==> src/hdl/tblp_pkg.sv <==
// Shared types, constants and control encodings for the token bucket loss predictor.
// No dependencies; used by every module of the block.
`timescale 1ns / 1ps
package tblp_pkg;

  localparam int TRACK_DEPTH_DEF = 64;
  localparam int TIME_BITS_DEF   = 48;

  localparam int COST_W  = 24;
  localparam int PKT_W   = 16;
  localparam int ID_W    = 32;
  localparam int CNT_W   = 32;
  localparam int PTIME_W = 48;
  localparam int CFG_IDX_W  = 2;
  localparam int CFG_DATA_W = 24;

  localparam logic [CFG_IDX_W-1:0] CFG_TOKEN_COST     = 2'd0;
  localparam logic [CFG_IDX_W-1:0] CFG_BUFFER_PACKETS = 2'd1;
  localparam logic [CFG_IDX_W-1:0] CFG_LOSS_THRESHOLD = 2'd2;

  localparam logic [COST_W-1:0] TOKEN_COST_RST     = 24'd1000;
  localparam logic [PKT_W-1:0]  BUFFER_PACKETS_RST = 16'd64;
  localparam logic [PKT_W-1:0]  LOSS_THRESHOLD_RST = 16'd0;

  localparam logic ACT_SENT    = 1'b0;
  localparam logic ACT_REMOVED = 1'b1;

  localparam logic [16:0] DRAIN_CAP = 17'h10000;

  typedef struct packed {
    logic               action;
    logic [PTIME_W-1:0] packet_time;
    logic [ID_W-1:0]    packet_id;
    logic               declared_lost;
  } in_word_t;

  typedef struct packed {
    logic             predict_lost;
    logic [PKT_W-1:0] tokens_now;
    logic             table_full;
    logic             matched;
    logic [CNT_W-1:0] lost_count;
    logic [CNT_W-1:0] delivered_count;
  } out_word_t;

  typedef struct packed {
    logic load;
    logic div_start;
    logic div_step;
    logic apply;
    logic pred;
    logic sweep_start;
    logic sweep_step;
    logic finish;
  } cmd_t;

  typedef struct packed {
    logic refill_need;
    logic div_done;
    logic need_lookup;
    logic sweep_done;
  } sts_t;

  typedef enum logic [6:0] {
    ST_IDLE  = 7'b0000001,
    ST_CHK   = 7'b0000010,
    ST_DIV   = 7'b0000100,
    ST_APPLY = 7'b0001000,
    ST_PRED  = 7'b0010000,
    ST_SWEEP = 7'b0100000,
    ST_FIN   = 7'b1000000
  } state_t;

endpackage

==> src/hdl/token_bucket_loss_predictor_top.sv <==
// Sequence per word: load, check, an optional bit-serial refill divide and apply, predict,
// an optional sweep of the tracking table, then finish; the result is registered after finish.
// A new word is taken only in idle; busy drops in the cycle of the result strobe.
// The bit-serial divider and the one-read-per-cycle table sweep are the slow steps.
// Reset (rst_n low, synchronous): registers to defaults, bucket and counters zero,
// table entries invalid. Results are strobed for one cycle and cannot be stalled.
`timescale 1ns / 1ps
module token_bucket_loss_predictor_top #(
  parameter int TRACK_DEPTH = tblp_pkg::TRACK_DEPTH_DEF,
  parameter int TIME_BITS   = tblp_pkg::TIME_BITS_DEF
) (
  input  logic                              clk,
  input  logic                              rst_n,
  input  logic                              start,
  output logic                              busy,
  input  tblp_pkg::in_word_t                in_word,
  output logic                              out_valid,
  output tblp_pkg::out_word_t               out_word,
  input  logic                              cfg_we,
  input  logic [tblp_pkg::CFG_IDX_W-1:0]    cfg_index,
  input  logic [tblp_pkg::CFG_DATA_W-1:0]   cfg_data
);

  tblp_pkg::cmd_t cmd;
  tblp_pkg::sts_t sts;

  tblp_ctrl u_ctrl (
    .clk   (clk),
    .rst_n (rst_n),
    .start (start),
    .busy  (busy),
    .cmd   (cmd),
    .sts   (sts)
  );

  tblp_dp #(
    .TRACK_DEPTH (TRACK_DEPTH),
    .TIME_BITS   (TIME_BITS)
  ) u_dp (
    .clk       (clk),
    .rst_n     (rst_n),
    .in_word   (in_word),
    .cfg_we    (cfg_we),
    .cfg_index (cfg_index),
    .cfg_data  (cfg_data),
    .cmd       (cmd),
    .sts       (sts),
    .out_valid (out_valid),
    .out_word  (out_word)
  );

endmodule

==> src/hdl/tblp_ctrl.sv <==
// Sequencing state machine for the token bucket loss predictor.
// Depends on tblp_pkg; drives commands to tblp_dp and reads its status.
`timescale 1ns / 1ps
module tblp_ctrl (
  input  logic            clk,
  input  logic            rst_n,
  input  logic            start,
  output logic            busy,
  output tblp_pkg::cmd_t  cmd,
  input  tblp_pkg::sts_t  sts
);

  tblp_pkg::state_t state_r, state_nxt;

  always_ff @(posedge clk) begin
    if (!rst_n) begin
      state_r <= tblp_pkg::ST_IDLE;
    end else begin
      state_r <= state_nxt;
    end
  end

  always_comb begin
    state_nxt = state_r;
    cmd = '0;
    case (state_r)
      tblp_pkg::ST_IDLE: begin
        if (start) begin
          cmd.load = 1'b1;
          state_nxt = tblp_pkg::ST_CHK;
        end
      end
      tblp_pkg::ST_CHK: begin
        if (sts.refill_need) begin
          cmd.div_start = 1'b1;
          state_nxt = tblp_pkg::ST_DIV;
        end else begin
          state_nxt = tblp_pkg::ST_PRED;
        end
      end
      tblp_pkg::ST_DIV: begin
        cmd.div_step = 1'b1;
        if (sts.div_done) state_nxt = tblp_pkg::ST_APPLY;
      end
      tblp_pkg::ST_APPLY: begin
        cmd.apply = 1'b1;
        state_nxt = tblp_pkg::ST_PRED;
      end
      tblp_pkg::ST_PRED: begin
        cmd.pred = 1'b1;
        if (sts.need_lookup) begin
          cmd.sweep_start = 1'b1;
          state_nxt = tblp_pkg::ST_SWEEP;
        end else begin
          state_nxt = tblp_pkg::ST_FIN;
        end
      end
      tblp_pkg::ST_SWEEP: begin
        cmd.sweep_step = 1'b1;
        if (sts.sweep_done) state_nxt = tblp_pkg::ST_FIN;
      end
      tblp_pkg::ST_FIN: begin
        cmd.finish = 1'b1;
        state_nxt = tblp_pkg::ST_IDLE;
      end
      default: begin
        state_nxt = tblp_pkg::ST_IDLE;
      end
    endcase
  end

  assign busy = (state_r != tblp_pkg::ST_IDLE);

`ifndef SYNTHESIS
  a_div_from_chk: assert property (@(posedge clk) disable iff (!rst_n)
    (state_r == tblp_pkg::ST_DIV) |-> ($past(state_r) == tblp_pkg::ST_CHK ||
      $past(state_r) == tblp_pkg::ST_DIV))
    else $error("divide entered out of sequence");
  a_fin_to_idle: assert property (@(posedge clk) disable iff (!rst_n)
    cmd.finish |=> !busy)
    else $error("finish did not return to idle");
  a_load_only_idle: assert property (@(posedge clk) disable iff (!rst_n)
    cmd.load |-> !busy)
    else $error("load while busy");
`endif

endmodule

==> src/hdl/tblp_dp.sv <==
// Datapath: config registers, bucket state, restoring divider, tracking table and counters.
// Depends on tblp_pkg; driven by commands from tblp_ctrl.
`timescale 1ns / 1ps
module tblp_dp #(
  parameter int TRACK_DEPTH = tblp_pkg::TRACK_DEPTH_DEF,
  parameter int TIME_BITS   = tblp_pkg::TIME_BITS_DEF
) (
  input  logic                              clk,
  input  logic                              rst_n,
  input  tblp_pkg::in_word_t                in_word,
  input  logic                              cfg_we,
  input  logic [tblp_pkg::CFG_IDX_W-1:0]    cfg_index,
  input  logic [tblp_pkg::CFG_DATA_W-1:0]   cfg_data,
  input  tblp_pkg::cmd_t                    cmd,
  output tblp_pkg::sts_t                    sts,
  output logic                              out_valid,
  output tblp_pkg::out_word_t               out_word
);

  localparam int IW  = $clog2(TRACK_DEPTH);
  localparam int DCW = $clog2(TIME_BITS);
  localparam int CW  = tblp_pkg::COST_W;
  localparam int PW  = tblp_pkg::PKT_W;
  localparam logic [IW:0]     DEPTH_END = (IW+1)'(TRACK_DEPTH);
  localparam logic [DCW-1:0]  DIV_LAST  = DCW'(TIME_BITS - 1);

  logic [CW-1:0] cost_r;
  logic [PW-1:0] bufp_r, thr_r;

  logic                          act_r, dl_r;
  logic [TIME_BITS-1:0]          pt_r, bt_r;
  logic [tblp_pkg::ID_W-1:0]     id_r;
  logic [PW-1:0]                 tokens_r;
  logic [TIME_BITS-1:0]          quo_r;
  logic [CW:0]                   rem_r;
  logic [DCW-1:0]                div_cnt_r;
  logic                          predict_r;
  logic [IW:0]                   addr_r;
  logic [IW-1:0]                 cmp_idx_r, hit_idx_r, free_idx_r;
  logic                          cmp_vld_r, hit_r, free_found_r;
  logic [tblp_pkg::ID_W-1:0]     rd_data_r;
  logic [TRACK_DEPTH-1:0]        valid_r;
  logic [tblp_pkg::CNT_W-1:0]    lost_r, deliv_r;
  logic [tblp_pkg::CNT_W-1:0]    lost_nxt, deliv_nxt;
  logic                          out_valid_r;
  tblp_pkg::out_word_t           out_word_r;
  logic [tblp_pkg::ID_W-1:0]     mem [TRACK_DEPTH];

  logic [63:0]          pt64, bt64, diff64, cost64, quo64, newbt64;
  logic [TIME_BITS-1:0] pt_in;
  logic [CW-1:0]        cost_eff;
  logic [CW:0]          trial, trial_sub;
  logic [16:0]          drained;
  logic [17:0]          sum;
  logic [PW-1:0]        tok_out;
  logic                 mem_we;

  assign pt64     = 64'(in_word.packet_time);
  assign pt_in    = pt64[TIME_BITS-1:0];
  assign cost_eff = (cost_r == '0) ? CW'(1) : cost_r;
  assign bt64     = 64'(bt_r);
  assign diff64   = 64'(pt_r) - bt64;
  assign cost64   = 64'(cost_eff);

  assign sts.refill_need = (act_r == tblp_pkg::ACT_SENT) && (64'(pt_r) > bt64) &&
                           (diff64 > cost64);
  assign sts.div_done    = (div_cnt_r == DIV_LAST);
  assign sts.need_lookup = (act_r == tblp_pkg::ACT_REMOVED) || (tokens_r > thr_r);
  assign sts.sweep_done  = (addr_r == DEPTH_END);

  assign trial     = {rem_r[CW-1:0], quo_r[TIME_BITS-1]};
  assign trial_sub = trial - {1'b0, cost_eff};

  assign quo64   = 64'(quo_r);
  assign drained = (quo64 > 64'(tblp_pkg::DRAIN_CAP)) ? tblp_pkg::DRAIN_CAP : quo64[16:0];
  assign sum     = 18'(tokens_r) + 18'(drained);
  assign newbt64 = 64'(pt_r) - 64'(rem_r);

  assign tok_out   = ((act_r == tblp_pkg::ACT_SENT) && (tokens_r != '0)) ?
                     tokens_r - PW'(1) : tokens_r;
  assign lost_nxt  = ((act_r == tblp_pkg::ACT_REMOVED) && hit_r && dl_r && (lost_r != '1)) ?
                     lost_r + 32'd1 : lost_r;
  assign deliv_nxt = ((act_r == tblp_pkg::ACT_REMOVED) && hit_r && !dl_r &&
                      (deliv_r != '1)) ? deliv_r + 32'd1 : deliv_r;

  assign mem_we = cmd.finish && (act_r == tblp_pkg::ACT_SENT) && !predict_r && !hit_r &&
                  free_found_r;

  always_ff @(posedge clk) begin
    if (!rst_n) begin
      cost_r <= tblp_pkg::TOKEN_COST_RST;
      bufp_r <= tblp_pkg::BUFFER_PACKETS_RST;
      thr_r  <= tblp_pkg::LOSS_THRESHOLD_RST;
    end else if (cfg_we) begin
      case (cfg_index)
        tblp_pkg::CFG_TOKEN_COST:     cost_r <= cfg_data;
        tblp_pkg::CFG_BUFFER_PACKETS: bufp_r <= cfg_data[PW-1:0];
        tblp_pkg::CFG_LOSS_THRESHOLD: thr_r  <= cfg_data[PW-1:0];
        default: begin
        end
      endcase
    end
  end

  always_ff @(posedge clk) begin
    if (cmd.load) begin
      act_r <= in_word.action;
      dl_r  <= in_word.declared_lost;
      pt_r  <= pt_in;
      id_r  <= in_word.packet_id;
    end
    if (cmd.div_start) begin
      quo_r     <= diff64[TIME_BITS-1:0];
      rem_r     <= '0;
      div_cnt_r <= '0;
    end else if (cmd.div_step) begin
      if (trial >= {1'b0, cost_eff}) begin
        rem_r <= trial_sub;
        quo_r <= {quo_r[TIME_BITS-2:0], 1'b1};
      end else begin
        rem_r <= trial;
        quo_r <= {quo_r[TIME_BITS-2:0], 1'b0};
      end
      div_cnt_r <= div_cnt_r + DCW'(1);
    end
    if (cmd.pred) predict_r <= (act_r == tblp_pkg::ACT_SENT) && (tokens_r <= thr_r);
    if (cmd.sweep_start) begin
      addr_r    <= '0;
      cmp_vld_r <= 1'b0;
    end else if (cmd.sweep_step) begin
      if (addr_r != DEPTH_END) begin
        cmp_idx_r <= addr_r[IW-1:0];
        cmp_vld_r <= 1'b1;
        addr_r    <= addr_r + (IW+1)'(1);
      end else begin
        cmp_vld_r <= 1'b0;
      end
    end
  end

  always_ff @(posedge clk) begin
    rd_data_r <= mem[addr_r[IW-1:0]];
    if (mem_we) mem[free_idx_r] <= id_r;
  end

  always_ff @(posedge clk) begin
    if (!rst_n) begin
      bt_r         <= '0;
      tokens_r     <= '0;
      valid_r      <= '0;
      lost_r       <= '0;
      deliv_r      <= '0;
      hit_r        <= 1'b0;
      free_found_r <= 1'b0;
      out_valid_r  <= 1'b0;
    end else begin
      out_valid_r <= cmd.finish;
      if (cmd.load) begin
        hit_r        <= 1'b0;
        free_found_r <= 1'b0;
      end
      if (cmd.apply) begin
        bt_r     <= newbt64[TIME_BITS-1:0];
        tokens_r <= (sum < 18'(bufp_r)) ? sum[PW-1:0] : bufp_r;
      end
      if (cmd.sweep_step && cmp_vld_r) begin
        if (valid_r[cmp_idx_r] && (rd_data_r == id_r) && !hit_r) begin
          hit_r     <= 1'b1;
          hit_idx_r <= cmp_idx_r;
        end
        if (!valid_r[cmp_idx_r] && !free_found_r) begin
          free_found_r <= 1'b1;
          free_idx_r   <= cmp_idx_r;
        end
      end
      if (cmd.finish) begin
        out_word_r.predict_lost <= predict_r;
        out_word_r.table_full   <= (act_r == tblp_pkg::ACT_SENT) && !predict_r && !hit_r &&
                                   !free_found_r;
        out_word_r.matched      <= (act_r == tblp_pkg::ACT_REMOVED) && hit_r;
        out_word_r.lost_count      <= lost_nxt;
        out_word_r.delivered_count <= deliv_nxt;
        out_word_r.tokens_now      <= tok_out;
        lost_r  <= lost_nxt;
        deliv_r <= deliv_nxt;
        if (act_r == tblp_pkg::ACT_SENT) begin
          if (mem_we) valid_r[free_idx_r] <= 1'b1;
          if (tokens_r != '0) begin
            if (tokens_r == bufp_r) bt_r <= pt_r;
            tokens_r <= tok_out;
          end else begin
            bt_r <= pt_r;
          end
        end else if (hit_r) begin
          valid_r[hit_idx_r] <= 1'b0;
        end
      end
    end
  end

  assign out_valid = out_valid_r;
  assign out_word  = out_word_r;

`ifndef SYNTHESIS
  a_insert_no_hit: assert property (@(posedge clk) disable iff (!rst_n)
    mem_we |-> !hit_r && !predict_r)
    else $error("insert of an id already tracked");
  a_refill_capped: assert property (@(posedge clk) disable iff (!rst_n)
    cmd.apply |=> tokens_r <= bufp_r)
    else $error("refill above capacity");
  a_strobe_single: assert property (@(posedge clk) disable iff (!rst_n)
    out_valid_r |=> !out_valid_r)
    else $error("result strobe longer than one cycle");
  a_lost_monotone: assert property (@(posedge clk) disable iff (!rst_n)
    $past(rst_n) |-> lost_r >= $past(lost_r))
    else $error("lost counter decreased");
`endif

endmodule

==> config.mk <==
export PLATFORM = sky130hd
export DESIGN_NAME = token_bucket_loss_predictor_top
export DESIGN_NICKNAME = d
export VERILOG_FILES = /design/src/hdl/tblp_pkg.sv /design/src/hdl/token_bucket_loss_predictor_top.sv /design/src/hdl/tblp_ctrl.sv /design/src/hdl/tblp_dp.sv
export SDC_FILE = /design/constraint.sdc
export NUM_CORES = 2
export LEC_CHECK = 0
export BUFFER_PORTS_ARGS = -buffer_cell sky130_fd_sc_hd__clkbuf_2
export CORE_MARGIN = 2
export CORE_UTILIZATION = 25
export CTS_CLUSTER_SIZE = 10
export DETAILED_ROUTE_END_ITERATION = 7
export GPL_TIMING_DRIVEN = 0
export SKIP_LAST_GASP = 1
export SLEW_MARGIN = 20
export SYNTH_ARGS = -nofsm -noshare
export SYNTH_HDL_FRONTEND = slang
export SYNTH_SLANG_ARGS = --single-unit
export TNS_END_PERCENT = 10
==> constraint.sdc <==
create_clock -name clk -period 8.4 [get_ports clk]
set_clock_uncertainty 0.05 [all_clocks]
set_input_delay 1.68 -clock clk [delete_from_list [all_inputs] [get_ports clk]]
set_output_delay 1.68 -clock clk [all_outputs]
set_load 0.02 [all_outputs]
* Word-level counts from Yosys, hierarchy flattened
Memories as Yosys holds them, arrays and structs flattened. A register that Yosys moved wholly into a read port is not among the register bits.
Cells that the tools add are included.
** Word-level totals
- Register bits after elaboration :: 529
- Latch bits :: 0
- Memory bits (writable) :: 2048
- Bits in read-only memories :: 0
- Bits of input ports :: 112
- Output and inout bits :: 85
- Word-level logic and storage cells :: 175
- Memories kept :: 1
** Memories
- u_dp.mem :: depth 64, width 32, read ports 1, clocked after Yosys merged registers in 1, wr ports 1, line tblp_dp.sv:47 : logic [tblp_pkg::ID_W-1:0] mem [TRACK_DEPTH];
** Operators by class
- $add $sub $neg :: 9
- Multiply operators :: 0
- Divide/modulo/power cells :: 0
- Magnitude comparators :: 12
- Equality and inequality tests :: 21
- Shift operators :: 0
- Muxes and demuxes :: 53
- Bitwise operators :: 5
- Reduce and logical (&&, ||, !) cells :: 43
** Operator list (count)
- $mux 48 :: 7
- $mux 64 :: 3
- $mux 16 :: 6
- $add 32x1->32 const B :: 2
- $and 64x64->64 :: 1
- $gt 64x24->1 :: 1
- $mux 32 :: 2
- $ne 32x32->1 const B :: 2
- $not 64->64 :: 1
- $or 64x64->64 :: 1
- $sub 48x48->49 :: 1
- $gt 48x17->1 const B :: 1
- $gt 48x48->1 :: 1
- $sub 48x25->48 :: 1
- $pmux 7 s6 :: 1
- $eq 32x32->1 :: 1
- $mux 7 :: 4
- $ge 25x24->1 :: 1
- $mux 25 :: 1
- $sub 25x24->25 :: 1
- $logic_not 24->1 :: 1
- $mux 24 :: 1
- $logic_and 1x1->1 :: 22
- $mux 1 :: 22
- 36 further kinds :: 58

* Longest topological paths before layout
- Word-level depth :: 9
- Gate-level depth with buffers :: 27

* Modules after synthesis
Synthesis repeated with hierarchy kept, for this count alone.
** Second synthesis, totals
- Cell total of the unflattened synthesis :: 6312
- Area total of the unflattened synthesis :: 108954.5 µm²
** Modules (own cells, without submodules)
- tblp_dp :: instances 1, cells an instance 6259, area an instance 108497.8 µm², seq. area each 74911.8 µm²
- tblp_ctrl :: instances 1, cells an instance 53, area an instance 456.7 µm², seq. area each 140.1 µm²

* Worst setup path before layout
No wires, ideal clock.
- Path type :: in2reg
- From :: in rst_n
- To :: reg u_dp.tokens_r[1]
- Library setup time :: 0.098 ns
- Arrival time :: 6.180 ns
- Data required time :: 8.252 ns
- Path slack :: 2.072 ns
- Stages :: 4
- Cell sequence :: inv_1 nor2_1 nand2_1 o221ai_1
** RTL lines
- start, declared :: line token_bucket_loss_predictor_top.sv:13 : input logic rst_n,
- end signal, assigned :: line tblp_dp.sv:164 : tokens_r <= (sum < 18'(bufp_r)) ? sum[PW-1:0] : bufp_r;
- end signal, assigned :: line tblp_dp.sv:190 : tokens_r <= tok_out;
- end, declared :: line tblp_dp.sv:33 : logic [PW-1:0] tokens_r;

* Final worst setup path
- From :: reg u_dp.quo_r[47]
- To :: reg u_dp.tokens_r[8]
** Between the ends
- Word-level cells in the longest chain between the ends :: 9
** Ends and longest elaborated chain
- start, declared :: line tblp_dp.sv:34 : logic [TIME_BITS-1:0] quo_r;
- start signal, assigned :: line tblp_dp.sv:113 : quo_r <= diff64[TIME_BITS-1:0];
- start signal, assigned :: line tblp_dp.sv:119 : quo_r <= {quo_r[TIME_BITS-2:0], 1'b1};
- start signal, assigned :: line tblp_dp.sv:122 : quo_r <= {quo_r[TIME_BITS-2:0], 1'b0};
- $gt 48x17->1 (*) :: line tblp_dp.sv:75 : assign drained = (quo64 > 64'(tblp_pkg::DRAIN_CAP)) ? tblp_pkg::DRAIN_CAP : quo64[16:0];
- $mux 17 (*) :: line tblp_dp.sv:75
- $add 16x17->18 (*) :: line tblp_dp.sv:76 : assign sum = 18'(tokens_r) + 18'(drained);
- $lt 18x16->1 :: line tblp_dp.sv:164
- $mux 16 (*) :: line tblp_dp.sv:164
- $mux 16 (*) :: line tblp_dp.sv:162 : if (cmd.apply) begin
- $mux 16 :: line tblp_dp.sv:188 : if (tokens_r != '0) begin
- $mux 16 :: line tblp_dp.sv:186 : if (act_r == tblp_pkg::ACT_SENT) begin
- $mux 16 (*) :: line tblp_dp.sv:176 : if (cmd.finish) begin
Mark *: on every way between the ends. The rest lies on a longest branch, timed or not.
A chain may end at the register's enable or synchronous reset.

==> impl_metrics.json <==
{
  "synth_edf_count": 2280,
  "dpl.hpwl_um": 240000,
  "power_density_mw_per_mm2": 219,
  "cts_root_buffer": "clkbuf_16",
  "nNetsFinal": 7400,
  "place_area_mm2": 0.122,
  "fill_cells": 42278,
  "die-height_um": 665,
  "grt_antenna_before_repair": 10,
  "postCtsResizedCells": 0,
  "cp-start-kind": "flop",
  "dieArea_mm2": 0.442,
  "drt.antenna.violating_nets": 0,
  "core_mm2": 0.435,
  "ys_seq_area_frac": 0.687,
  "synth_cell_types": 94,
  "wl_per_cell_um": 25.6,
  "yosysTopAreaCell": "edfxtp_1",
  "utilization": 0.301,
  "drt-initial-drc-count": 7436,
  "tightest_slew_ns": 1.18,
  "holdWs_ns": 0.398,
  "cts_tree": "yes",
  "syn-num-nets": 6690,
  "first_pass_iters": 6,
  "gp_congestion": 0.890,
  "end_kind": "flop",
  "synth_area_mm2": 0.109,
  "worstHoldPathType": "flop to flop",
  "cpMaxStageDelayCell": "a211oi_1",
  "cts_num_sinks": 2609,
  "area_growth_pct": 19.8,
  "cts_setup_buffers": 0,
  "portBuffers": 196,
  "grt_first_pass_wirelength_um": 474000,
  "netlist.area_leader.share": 0.627,
  "rsz0062_at_grt": "false",
  "synth.avg_cell_area_um2": 17.1,
  "htreeDepth": 5,
  "final_common_cell": "edfxtp_1",
  "numCtsBuffers": 312,
  "timing.final.crit_share": 0.830,
  "rows": 242,
  "clockBufferDepth": 4,
  "synthesis.instances": 6399,
  "max_clock_freq_mhz": 143,
  "finalSetupViolCount": 0,
  "max_stage_delay_ns": 0.70,
  "pin_count": 197,
  "worstPathMaxFanout": 10,
  "cp.required_ns": 9.12,
  "vias": 63778,
  "synth.area.top_cells": "edfxtp_1, mux4_2, dfxtp_1, ha_1, a21oi_1",
  "cap_violations": 0,
  "period_minus_slack_ns": 6.97,
  "gr-usage-all-layers": 0.146,
  "final_cell_mix": "edfxtp_1, mux4_2, nand2_1",
  "synth_top_flop_cell": "edfxtp_1",
  "ys_ff_latch": 2609,
  "initial_core_util": 0.251,
  "die_w_um": 665,
  "layout-drive-gt1-share": 0.233,
  "final_max_slew_viol_count": 0,
  "grt_overflow_total": 0,
  "drcViolationCount": 0,
  "clock_latency_ns": 0.88,
  "grt_start_max_net_pins": 67,
  "maxSlewHeadroom": 0.212,
  "crit_top_cell": "a21oi_1",
  "ys.warnings.count": 0,
  "grt_pass1_vias": 63855,
  "p_leak_uw": 0.0409,
  "critical_path_class": "flop to flop",
  "via_per_inst": 4.91,
  "vdd_drop_max_v": 0.000136,
  "status": "complete, no violations",
  "cts_hold_buf": 0,
  "wl_um": 332000,
  "finalHoldViolations": 0,
  "worstPathArrival_ns": 7.69,
  "synth-async-reset-ratio": 0,
  "multi_input_area_mm2": 0.0328,
  "post-route-cell-area_mm2": 0.131,
  "seq_area_mm2": 0.0751,
  "clk_pin_slew_ns": 0.06
}
## final timing paths
path / startpoint / to / slack (ns) / cells past startpoint
min reg2reg: u_dp.addr_r[2]$_SDFFE_PP0P_ / u_dp.cmp_idx_r[2]$_DFFE_PP_ / 0.40 / 0
max: u_dp.quo_r[47]$_DFFE_PP_ / u_dp.tokens_r[8]$_SDFF_PN0_ / 1.43 / 26
max reg2reg: u_dp.quo_r[47]$_DFFE_PP_ / u_dp.tokens_r[8]$_SDFF_PN0_ / 1.43 / 26
min: u_dp.addr_r[2]$_SDFFE_PP0P_ / u_dp.cmp_idx_r[2]$_DFFE_PP_ / 0.40 / 0
## cell families (layout without fill, tap and decap cells)
logic type | Yosys count | count (layout) | synth area share
xor+xnor | 263 | 263 | 0.0211
other cells | 0 | 7 | 0
simple gates | 1243 | 1243 | 0.0547
mux | 738 | 738 | 0.147
buf+inv | 507 | 1345 | 0.0180
compound gates | 860 | 860 | 0.0516
flops | 2609 | 2609 | 0.687
fa+ha+maj | 179 | 179 | 0.0208
## through the flow
step | TNS [ns] | setup slack [ns] | instances | total power [uW]
finish | 0 | 1.43 | 12978 | 28600
global route | 0 | 0.760 | 12972 | 29500
CTS | 0 | 1.37 | 12966 | 28800
detailed placement | 0 | 1.38 | 12524 | 16700
global placement | -3.29 | -0.668 | 12329 | 16500
floorplan | 0 | 2.07 | 6399 | 15900
## final cells by class
type | count | area share
Sequential cell | 2609 | 0.574
Tap cell | 5734 | 0.0548
Buffer | 319 | 0.0102
Multi-Input combinational cell | 3283 | 0.250
Inverter | 188 | 0.00543
Timing Repair Buffer | 396 | 0.0380
Clock buffer | 405 | 0.0640
Clock inverter | 37 | 0.00340
Antenna cell | 7 | 0.000134
## Yosys cell counts (24+ instances only)
master	count
mux2_1	25
dfxtp_1	329
o211ai_1	40
clkbuf_1	251
ha_1	175
and3_1	35
xor2_1	132
buf_1	46
and2_1	36
nor4_1	43
or3_1	49
edfxtp_1	2280
nand3_1	100
nor2_1	340
nand2b_1	25
o21a_1	43
xnor2_1	131
nor3_1	94
a211oi_1	33
mux4_2	688
nand4_1	66
inv_1	186
a21o_1	56
o21ai_0	171
o221a_2	24
nand2_1	350
a21oi_1	274
## sequential cells by signal, indices dropped and copies added (netlist names), 7 cells and up
signal,cells
u_dp.bt_r,48
u_ctrl.state_r,7
u_dp.id_r,32
u_dp.mem,2048
u_dp.rem_r,25
u_dp.lost_r,32
u_dp.rd_data_r,32
u_dp.addr_r,7
u_dp.tokens_r,16
u_dp.cost_r,24
u_dp.thr_r,16
u_dp.bufp_r,16
u_dp.quo_r,48
u_dp.valid_r,64
u_dp.out_word,83
u_dp.pt_r,48
u_dp.deliv_r,32
## metal layers
metal | global-route usage | vias to the layer above | share of wire
met2 | 0.244 | 2833 | 0.48
met3 | 0.0241 | 488 | 0.073
li1 | - | 26948 | -
met5 | 0 | - | 0.00017
met4 | 0.0425 | 10 | 0.030
met1 | 0.196 | 33499 | 0.42
## worst max-delay path: cells and delay by family, from the launching register on
kind                       cells  cell delay, ns
and+or+nand+nor                5            1.11
AOI/OAI and AO/OA             16            3.57
adders and majority gates      2            0.58
buffers and inverters          2            0.85
DFF                            1            0.53
xor gates and xnor gates       1            0.19
## power by group
| part | leakage [uW] | switching, uW | internal (uW) |
|---|---|---|---|
| clock | 0.00428 | 5140 | 7050 |
| sequential | 0.0232 | 157 | 14300 |
| combinational | 0.0134 | 1300 | 705 |
(Power assumes the default switching activity.)
